**src/qte_pkg.sv**
```systemverilog
// Shared types, constants and the arctangent table for the quaternion-to-Euler block.
package qte_pkg;

  localparam int CORDIC_ITERATIONS = 16;
  localparam int CORDIC_STAGES = (CORDIC_ITERATIONS < 32) ? CORDIC_ITERATIONS : 32;

  localparam int QuatW  = 16;
  localparam int ProdW  = 32;
  localparam int SumW   = 34;
  localparam int VW     = 30;
  localparam int RootW  = 29;
  localparam int RadW   = 58;
  localparam int SqrtStages = 29;
  localparam int CordW  = 40;
  localparam int AngW   = 34;
  localparam int QDepth = 4;
  localparam int QPtrW  = 2;
  localparam int QCntW  = 3;

  localparam logic signed [SumW-1:0] OneQ28    = SumW'(268435456);
  localparam logic signed [AngW-1:0] PiQ30     = AngW'(64'd3373259426);
  localparam logic signed [17:0]     PiQ13     = 18'sd25736;
  localparam logic signed [17:0]     HalfPiQ13 = 18'sd12868;

  typedef struct packed {
    logic signed [SumW-1:0] hn;
    logic signed [SumW-1:0] hd;
    logic signed [SumW-1:0] bn;
    logic signed [SumW-1:0] bd;
    logic signed [VW-1:0]   v;
  } qte_item_t;

  // atan(2^-i) in Q30, truncated
  function automatic logic signed [AngW-1:0] atan_q30(input int unsigned i);
    logic signed [AngW-1:0] r;
    unique case (i)
      0:  r = AngW'(843314856);
      1:  r = AngW'(497837829);
      2:  r = AngW'(263043836);
      3:  r = AngW'(133525158);
      4:  r = AngW'(67021686);
      5:  r = AngW'(33543515);
      6:  r = AngW'(16775850);
      7:  r = AngW'(8388437);
      8:  r = AngW'(4194282);
      9:  r = AngW'(2097149);
      10: r = AngW'(1048575);
      11: r = AngW'(524287);
      12: r = AngW'(262143);
      13: r = AngW'(131071);
      14: r = AngW'(65535);
      15: r = AngW'(32767);
      16: r = AngW'(16383);
      17: r = AngW'(8191);
      18: r = AngW'(4095);
      19: r = AngW'(2047);
      20: r = AngW'(1023);
      21: r = AngW'(511);
      22: r = AngW'(255);
      23: r = AngW'(127);
      24: r = AngW'(63);
      25: r = AngW'(31);
      26: r = AngW'(15);
      27: r = AngW'(7);
      28: r = AngW'(3);
      29: r = AngW'(1);
      default: r = '0;
    endcase
    return r;
  endfunction

endpackage

```
**src/qte_fifo.sv**
```systemverilog
// Short queue between the front end and the back end.
module qte_fifo (
  input  logic                      clk_i,
  input  logic                      rst_ni,
  input  logic                      push_i,
  input  qte_pkg::qte_item_t        item_i,
  input  logic                      pop_i,
  output logic                      empty_o,
  output logic [qte_pkg::QCntW-1:0] count_o,
  output qte_pkg::qte_item_t        item_o
);
  import qte_pkg::*;

  qte_item_t mem_q [QDepth];
  logic [QPtrW-1:0] wr_q, rd_q;
  logic [QCntW-1:0] cnt_q;
  logic do_pop;

  assign empty_o = cnt_q == '0;
  assign do_pop  = pop_i && !empty_o;

  always_ff @(posedge clk_i or negedge rst_ni) begin
    if (!rst_ni) begin
      wr_q  <= '0;
      rd_q  <= '0;
      cnt_q <= '0;
    end else begin
      if (push_i) wr_q <= wr_q + 1'b1;
      if (do_pop) rd_q <= rd_q + 1'b1;
      cnt_q <= cnt_q + QCntW'(push_i) - QCntW'(do_pop);
    end
  end

  always_ff @(posedge clk_i) begin
    if (push_i) mem_q[wr_q] <= item_i;
  end

  assign count_o = cnt_q;
  assign item_o  = mem_q[rd_q];

endmodule

```
**config.mk**
```make
export PLATFORM = sky130hd
export DESIGN_NAME = qte_fifo
export DESIGN_NICKNAME = d
export VERILOG_FILES = /design/src/qte_pkg.sv /design/src/qte_fifo.sv
export SDC_FILE = /design/constraint.sdc
export NUM_CORES = 1
export LEC_CHECK = 0
export ABC_CLOCK_PERIOD_IN_PS = 9500
export BUFFER_PORTS_ARGS = -buffer_cell sky130_fd_sc_hd__buf_2
export CAP_MARGIN = 15
export CORE_ASPECT_RATIO = 2
export CORE_UTILIZATION = 35
export DETAILED_ROUTE_END_ITERATION = 8
export GPL_TIMING_DRIVEN = 0
export PLACE_DENSITY_LB_ADDON = 0.2
export REMOVE_ABC_BUFFERS = 1
export SETUP_SLACK_MARGIN = 0.2
export SLEW_MARGIN = 20
export SYNTH_ARGS = -nofsm -noshare
export SYNTH_HDL_FRONTEND = slang
export SYNTH_SLANG_ARGS = --single-unit
export TNS_END_PERCENT = 1
```
**constraint.sdc**
```tcl
create_clock -name clk_i -period 9.5 [get_ports clk_i]
set_clock_uncertainty 0.15 [all_clocks]
set_input_delay 2.85 -clock clk_i [delete_from_list [all_inputs] [get_ports clk_i]]
set_output_delay 2.85 -clock clk_i [all_outputs]
set_load 0.05 [all_outputs]
```
==> results.txt, run 1 <==
The global-route usage over all layers came out at between 10% and 20%. The part of the total power dissipated in combinational logic came out at 40.1%. The part of the total power dissipated in the clock network is 21.4%.

The critical path startpoint category is a flip-flop. By instance count, the leading cell after synthesis is edfxtp_1. Max-cap violations in this run came to 0. The via count normalized by instance count is 4.78. The H-tree depth is 2. Counting I/O delays and the setup requirement, the final critical path takes 5.95 ns. The initial utilization of the core area, before any placement, comes to around 35%. Counting along the longest clock path gives a buffer depth of 3.

edfxtp_1 takes more of the synthesized area than any other cell. The number of placed I/O pins came out at 340. In this run the cell area of the synthesized design comes to about 0.024 mm². The run finished with clean final reports. The depth of the worst register-to-register path is 9. The post-route worst hold slack came out at about 0.39 ns. The post-route netlist has 46.2% of its cells at a drive strength greater than 1. After floorplanning, the core was divided into 136 placement rows. After the last flow step, the layout net total stands at 1,467. The number of global-route vias before repair came out at around 12,000. The number of max-slew violations in the final report is 0.

Once layout is done, the placed cells without fillers occupy 0.0293 mm². The final count of hold timing violations is 0. The setup slack of the most critical reg-to-reg path is a little over 7 ns. The via count is approximately 11,000. Counting every sink on the clock net gives 671. In this run switching power makes up 39.1% of total power. The total grt overflow is 0. TritonCTS built the clock tree. For the worst-skew pair, the clock arrives at the later sink with an insertion delay of approximately 0.60 ns. The sequential share of power is 38.5%.

The sequential-to-total area share from yosys stat came out at between 80 and 90%. The number of antenna violations at the first check in global routing came to 8. For this run, design rule violations remaining after detail routing come to 0. The CTS buffer count came out at between 50 and 60.

The wire length after detailed routing came out at 49.7 mm. The number of buffer cells added on primary ports came out at roughly 340. STA puts the critical path data arrival time at 2.95 ns. Setup repair after global routing left no endpoint under its margin. The placed instance area came out at roughly 0.028 mm². The number of detailed-routing iterations run before antenna repair came out at 4. The proportion of synthesized flip-flops having asynchronous set or reset came out at ~1.0%. The number of DRC markers after the initial detailed-route iteration is 588. After detailed routing, the average wire length per cell comes to about 22 µm. The maximum resistive drop on vdd is 309 µV. The worst setup path is of the flip-flop to output pin kind. In the post-synthesis netlist, the biggest area contributors are edfxtp_1, mux4_2, dfrtp_1.

The worst setup path endpoint is item_o[34]. The power dissipated by switching net loads came out at 4.09 mW. The area fraction of the dominant cell type after synthesis is roughly four fifths. The tightest min-delay check is of the flip-flop to flip-flop type.

The average instance in the mapped netlist occupies ~27 µm². The total of flip-flops plus latches after synthesis came out at 671. The total area inside the core boundary comes to slightly below 0.07 mm². The overall die width is 189 µm.

The setup TNS after final layout came out at 0 ns. The achievable frequency came out at 0.168 GHz. In the synthesized netlist the dominant register cell turns out to be edfxtp_1. The root buffer cell is clkbuf_16. The quantity of hold-fixing buffers added after cts came out at 0.

The fill cell total of the finished layout came out at roughly 6,000. The internal power component came out at 6.36 mW. The first-pass GRT wire length came out at 74.5 mm. The floorplan step defined a die boundary enclosing 0.0707 mm². By count the netlist is led by edfxtp_1, mux4_2, buf_2, buf_6.

Once layout is complete, the cells apart from fillers number 2,232. The CTS clock-pin slew for the worst setup and hold paths came out at 0.06 ns. The overall die height is 375 µm. The static power due to leakage came out at 9.85 nW. The critical path starts at rd_q[0]. In this run the most critical hold path is launched from wr_q[0].

Compared with the post-synthesis result, the final layout area differs by 20.5%. The maximum number of pins on one net before global-route repair came out at 45. Including well taps, the total number of placed cells is 2,127. The number of instances resized during post-cts repair is 0. After technology mapping, the gate count stands at 903. In this run the critical register-to-register path is launched from count_o[1]. The power density over cell area is 356 mW/mm².

The number of enable flip-flop cells after synthesis is 664. Detailed placement finished with a half-perimeter wire length of 31.5 mm. The final setup violation count came out at 0. The worst register-to-register path ends at count_o[2]. In this run the worst path has a maximum fanout of 33. After clock tree synthesis, the setup repair step added 0 buffers. Routability-driven placement finished with a final weighted congestion of 0.673. The post-synthesis cell type count is 17. Data on the critical path is required at its endpoint by 6.50 ns. Of the available clock period, the critical path in the final layout requires a little over three fifths. STA classifies the critical path endpoint as an output pin. The worst pin sits at a relative slew slack of 63.6%.

The pin slew with the least headroom to its limit is between 0.5 and 0.6 ns. The count of antenna-violating nets left after detailed routing is 0. The number of warning messages in the yosys log is 0.
worst min path at each step:
stage	slack, ns	end	cells past startpoint
floorplan	0.34	wr_q[0]	1
global placement	0.36	wr_q[0]	1
detailed placement	0.38	wr_q[0]	1
CTS	0.39	wr_q[0]	1
global route	0.39	wr_q[0]	1
finish	0.39	wr_q[0]	1
area by class of cell:
| cell class | instances | area [µm²] | share of cell area, % |
|---|---|---|---|
| Antenna cell | 1 | 2.50 | 0.00853 |
| Sequential cell | 671 | 20100 | 68.6 |
| Timing Repair Buffer | 365 | 2360 | 8.04 |
| Clock buffer | 72 | 1530 | 5.20 |
| Multi-Input combinational cell | 187 | 3940 | 13.4 |
| Inverter | 7 | 26.3 | 0.0896 |
| Clock inverter | 32 | 239 | 0.815 |
| Tap cell | 897 | 1120 | 3.83 |
flip-flops by register name, indices dropped and copies added (netlist names):
signal and cells:
count_o 3, mem_q 664, wr_q 2, rd_q 2
logic make-up (layout without fill, tap and decap cells):
| group | Yosys count | in the layout | synth area share [%] |
|---|---|---|---|
| other cells | 0 | 1 | 0 |
| buf+inv | 45 | 476 | 1.25 |
| compound gates | 3 | 3 | 0.0873 |
| xor+xnor | 5 | 5 | 0.180 |
| flops | 671 | 671 | 82.6 |
| fa+ha+maj | 7 | 7 | 0.390 |
| mux | 166 | 166 | 15.4 |
| simple gates | 6 | 6 | 0.139 |
cells in the final DEF (no fill, tap or decap), drive strengths merged:
master / n
and2: 4
buf: 365
bufinv: 3
clkbuf: 72
clkinv: 24
clkinvlp: 2
dfrtp: 7
diode: 1
edfxtp: 664
fa: 1
ha: 6
inv: 10
mux4: 166
nand2: 1
nor3: 1
o21ai: 1
o311ai: 1
o31ai: 1
xnor2: 4
xor2: 1
power groups by stage:
stage	clock (mW)	combinational, mW	sequential [mW]
floorplan	0	3.01	4.37
global placement	0	4.35	4.65
detailed placement	0	4.30	4.10
CTS	2.33	4.31	4.04
global route	2.41	4.42	4.07
finish	2.24	4.19	4.03
critical path, stage by stage (launching register included):
cell and delay (ns):
dfrtp_4 0.66, buf_16 0.28, buf_16 0.26, buf_16 0.29
mux4_2 0.56, buf_2 0.23
layer usage:
metal  global-route usage, %  vias up  wire length [µm]  share of wire, %
met4                    4.88       12              1290               2.6
met3                    4.14       83              3310               6.7
met5                       0        -                80              0.16
met2                    25.1      320             26100                53
met1                    16.4     5570             18900                38
li1                        -     4694                 -                 -
metrics by stage:
step	power (mW)	setup WS [ns]	utilization (%)
floorplan	7.38	-0.850	-
global placement	9.00	-4.62	39.1
detailed placement	8.40	4.06	40.1
CTS	10.7	3.37	42.7
global route	10.9	3.31	42.7
finish	10.5	3.55	42.7
(Power assumes the default switching activity.)
==> run 2, diff against run 1 <==
--- a/config.mk
+++ b/config.mk
@@ -5,7 +5,8 @@
 export SDC_FILE = /design/constraint.sdc
 export NUM_CORES = 1
 export LEC_CHECK = 0
-export ABC_CLOCK_PERIOD_IN_PS = 9500
+export ABC_AREA = 1
+export ABC_CLOCK_PERIOD_IN_PS = 5000
 export BUFFER_PORTS_ARGS = -buffer_cell sky130_fd_sc_hd__buf_2
 export CAP_MARGIN = 15
 export CORE_ASPECT_RATIO = 2
==> constraint.sdc (replaced) <==
create_clock -name clk_i -period 5 [get_ports clk_i]
set_clock_uncertainty 0.15 [all_clocks]
set_input_delay 1.5 -clock clk_i [delete_from_list [all_inputs] [get_ports clk_i]]
set_output_delay 1.5 -clock clk_i [all_outputs]
set_load 0.05 [all_outputs]
==> run 2 against run 1 <==
  * Critical path depth is 2 higher
  * Flip-flop and latch count stayed put
  * Highest routed layer unchanged
  * Global-route usage is 1.3 points higher
  * Synthesized cell count is 140% higher
  * First-iteration DRC count is 41% higher
  * Largest cell class unchanged
==> results.txt, run 2 <==
After synthesis, the largest family of logic cells by area is simple AND/OR/NAND/NOR gates. The run finished with clean final reports. The core region area is 0.0748 mm² (+8.8%). The H-tree depth came to 2 (unchanged).

The worst hold-check path type is flip-flop to flip-flop. Counting stages on the worst path, the most repeated cell is buf_16. The proportion of synthesized flip-flops having asynchronous set or reset came out at 1.04% (unchanged).

Setup repair after global routing left no endpoint under its margin. STA classifies the critical path endpoint as an output pin. The number of global-route vias before repair came out at 16,000 (+36%). For this run, the leading register cell type out of synthesis is edfxtp_1.

The final worst-path cycle share is 88.7%. The most frequent standard cell in the layout excluding fill and tap cells is edfxtp_1. The fill cell total of the finished layout came out at 6,918 (+15%).

The TritonCTS clock tree is yes. The share of synthesized cell area in full adder, half adder and majority cells is 0.361% (-0.030 points). The total grt overflow is 0 (unchanged). The number of buffer cells added on primary ports was 339 (unchanged). The count of clock tree sinks came out at 671 (unchanged). The pin slew with the least headroom to its limit is 0.774 ns (+0.228 ns). The instance count along the most critical hold path is 1 (unchanged). The worst flop-to-flop path startpoint is wr_q[0]. The post-route worst hold slack was 0.388 ns (+0.00203 ns).

The overall power of the completed layout is 21.6 mW (+110%). The effective utilization at floorplan is 35.2% (-0.18 points). The post-synthesis instance total is 2,155 (+140%). The number of detailed-routing iterations run before antenna repair came to 5 (+1).

The path with the worst hold slack has its endpoint at wr_q[0]. The maximum resistive drop on vdd came out at 850 µV (+170%). The post-synthesis compound-gate area fraction came to 6.32% (+6.2 points). The number of enable flip-flop cells after synthesis was 664 (unchanged). Walking the worst path, the cells encountered are buf_16, buf_16, inv_16, bufbuf_16, o21ai_0, nand2_1, buf_2. The static power due to leakage was 12.3 nW (+25%). The number of placed I/O pins came out at 340 (unchanged). The max-cap check violation count came out at 0 (unchanged).

The total of flip-flops plus latches after synthesis came out at 671 (unchanged). After synthesis, the cell types taking the most area are edfxtp_1, nand2_1, o21ai_0. The post-synthesis instance area came out at 0.0264 mm² (+8.3%).

The endpoint required time on the critical path came out at 3.35 ns (-3.15 ns). The area fraction of the dominant cell type after synthesis is 75.6% (-6.2 points). The maximum buffer depth of the clock tree came to 3 (unchanged). The maximum fanout encountered on the critical timing path is 68 (+110%).

The number of max-slew violations in the final report is 0 (unchanged). Counting flops per register, the top entry is mem_q. The final count of hold timing violations came out at 0 (unchanged). The remaining routing DRC violations is 0 (unchanged). The number of core rows came out at 142 (+4.4%).

The data arrival time of the worst path is 2.78 ns (-0.17 ns). The reg-to-reg critical path endpoint is mem_q[2][14]. The setup slack of the most critical reg-to-reg path is 2.82 ns (-4.28 ns). The depth of the worst register-to-register path came out at 5 (-4). The achievable frequency is 0.226 GHz. The via count came out at 16,300 (+52%). The xor and xnor fraction of the mapped netlist area came out at 0.0997% (-0.080 points). After layout, the minimum clock period comes to 4.43 ns.

The sequential-to-total area share from yosys stat is 76.3% (-6.3 points). The number of DRC markers after the initial detailed-route iteration is 830 (+41%). The average size of a mapped cell came out at 12.2 µm² (-55%). The max-slew headroom at the worst pin came to 48.4% (-15 points). The final setup violation count came out at 0 (unchanged).

The wire length after detailed routing came to 60.6 mm (+22%). In the layout the commonest cells are edfxtp_1, nand2_1, buf_2. The tree is rooted in a clkbuf_16.

The delay of the slowest cell on the worst path was 0.53 ns (-0.13 ns). Among all stages on the critical path, the largest delay is contributed by dfrtp_4. The clock latency reported for the late side of the worst-skew pair came out at 0.63 ns (+0.03 ns). The maximum number of pins on one net before global-route repair is 123 (+170%). The global-route usage over all layers is 15.5% (+1.3 points). Yosys instantiated no cell more often than edfxtp_1. The worst hold path begins at wr_q[0].

The first-pass GRT wire length is 90.2 mm (+21%). Of all cell types, the one taking the most synthesized area is edfxtp_1. The CTS buffer count is 59 (+1.7%). The overall die height is 390 µm (+4.0%). The final weighted congestion of routability-driven global placement came out at 0.678 (+0.80%). The area enclosed by the die boundary came to 0.0765 mm² (+8.2%). The count of antenna-violating nets left after detailed routing came out at 0 (unchanged). The CTS clock-pin slew for the worst setup and hold paths came to 0.06 ns (about the same). The proportion of synthesized area in mux cells was 0% (-15 points). The power density over cell area is 690 mW/mm² (+94%). The flip-flop count of the largest register, all copies and words added is 664 (unchanged). The number of antenna violations at the first check in global routing came to 17 (+9).

The commonest cells after synthesis are edfxtp_1, nand2_1, nor2_1, o21ai_0, inv_1. The via count normalized by instance count is 4.61 (-3.7%). The critical path startpoint category is a flip-flop.

The worst setup path is of the flip-flop to output pin kind. The overall die width came out at 196 µm (+4.0%). The post-synthesis cell type count came to 18 (+1). The growth of design area from synthesis to finish came out at 18.5%. The average wire per standard cell is 17.1 µm (-23%). The simple-gate share of the synthesized area came out at 12.1% (+12 points).

The number of warning messages in the yosys log is 0 (unchanged). The number of nets at the end of the flow came out at 2,647 (+80%). The final HPWL from detailed placement is 34.6 mm (+9.8%). The fraction of final layout cells with drive strength greater than 1 came to 17.9% (-28 points).
[run 2: changes by cell type in the layout (fill, tap and decap cells not counted), moves of 6 or more]
| cell | change |
|---|---|
| nand2_1 | +513 |
| nor2_1 | +333 |
| o21ai_0 | +331 |
| inv_1 | +169 |
| mux4_2 | -166 |
| clkinv_1 | +6 |
[run 2: worst max path at each step]
stage                       start           to  cells past startpoint
after global routing      rd_q[0]   item_o[33]                      7
after CTS                 rd_q[0]   item_o[89]                      7
final                     rd_q[0]   item_o[19]                      7
after floorplan           rd_q[0]    item_o[0]                      3
after global placement    rd_q[0]   item_o[55]                      4
after detailed placement  rd_q[0]  item_o[110]                      7
[run 2: cell type report]
type | count | area [µm²] | area share (%)
inverter | 182 | 737 | 2.36
timing repair inverter | 1 | 8.76 | 0.0280
antenna | 5 | 12.5 | 0.0401
timing repair buffer | 363 | 2270 | 7.26
multi-input combinational | 1192 | 4980 | 15.9
clock inverter | 39 | 307 | 0.981
tap | 1008 | 1260 | 4.04
sequential | 671 | 20100 | 64.4
clock buffer | 72 | 1550 | 4.95
[run 2: where the power goes]
part	internal, mW	switching [mW]	total, mW
sequential	7.34	0.233	7.58
clock	2.41	1.99	4.40
combinational	2.08	7.51	9.58
[run 2: worst max-delay path: cells and delay by family, from the launching register on]
kind	cells	cell delay, ns
compound gates	1	0.13
buf+inv	5	1.35
flops	1	0.53
simple gates	1	0.08
[run 2: cells by family (layout without fill, tap and decap cells)]
| kind of cell | Yosys count | count (layout) |
|---|---|---|
| adder cells (fa/ha/maj) | 7 | 7 |
| AND/OR/NAND/NOR | 849 | 849 |
| other | 0 | 5 |
| flip-flops | 671 | 671 |
| buffers and inverters | 292 | 657 |
| XOR/XNOR | 3 | 3 |
| AO/OA/AOI/OAI | 333 | 333 |
[run 2: routing by layer]
layer / up-vias / share of wire [%] / global-route usage (%)
met1: 7842 / 39 / 17.0
met4: 26 / 2.7 / 5.55
met2: 404 / 51 / 28.1
li1: 7899 / - / -
met3: 108 / 7.2 / 4.65
met5: - / 0.31 / 0
[run 2: per-stage QoR]
step | util, % | cells | area (µm²) | worst slack, ns | TNS (ns)
after global placement | 38.4 | 3392 | 28700 | -20.45 | -5990.40
after CTS | 41.7 | 3524 | 31200 | 0.206 | 0
final | 41.8 | 3533 | 31200 | 0.566 | 0
after global routing | 41.8 | 3532 | 31200 | 0.369 | 0
after detailed placement | 39.1 | 3410 | 29300 | 0.499 | 0
after floorplan | - | 2045 | 25800 | -8.32 | -1654.01
[run 2: timing repair]
| item | CTS | global route |
|---|---|---|
| setup endpoints to repair | 92 | 60 |
| resized for setup | 2 | 0 |
| setup buffers | 1 | 4 |
| cloned | 2 | 0 |
| hold buffers | 0 | 0 |
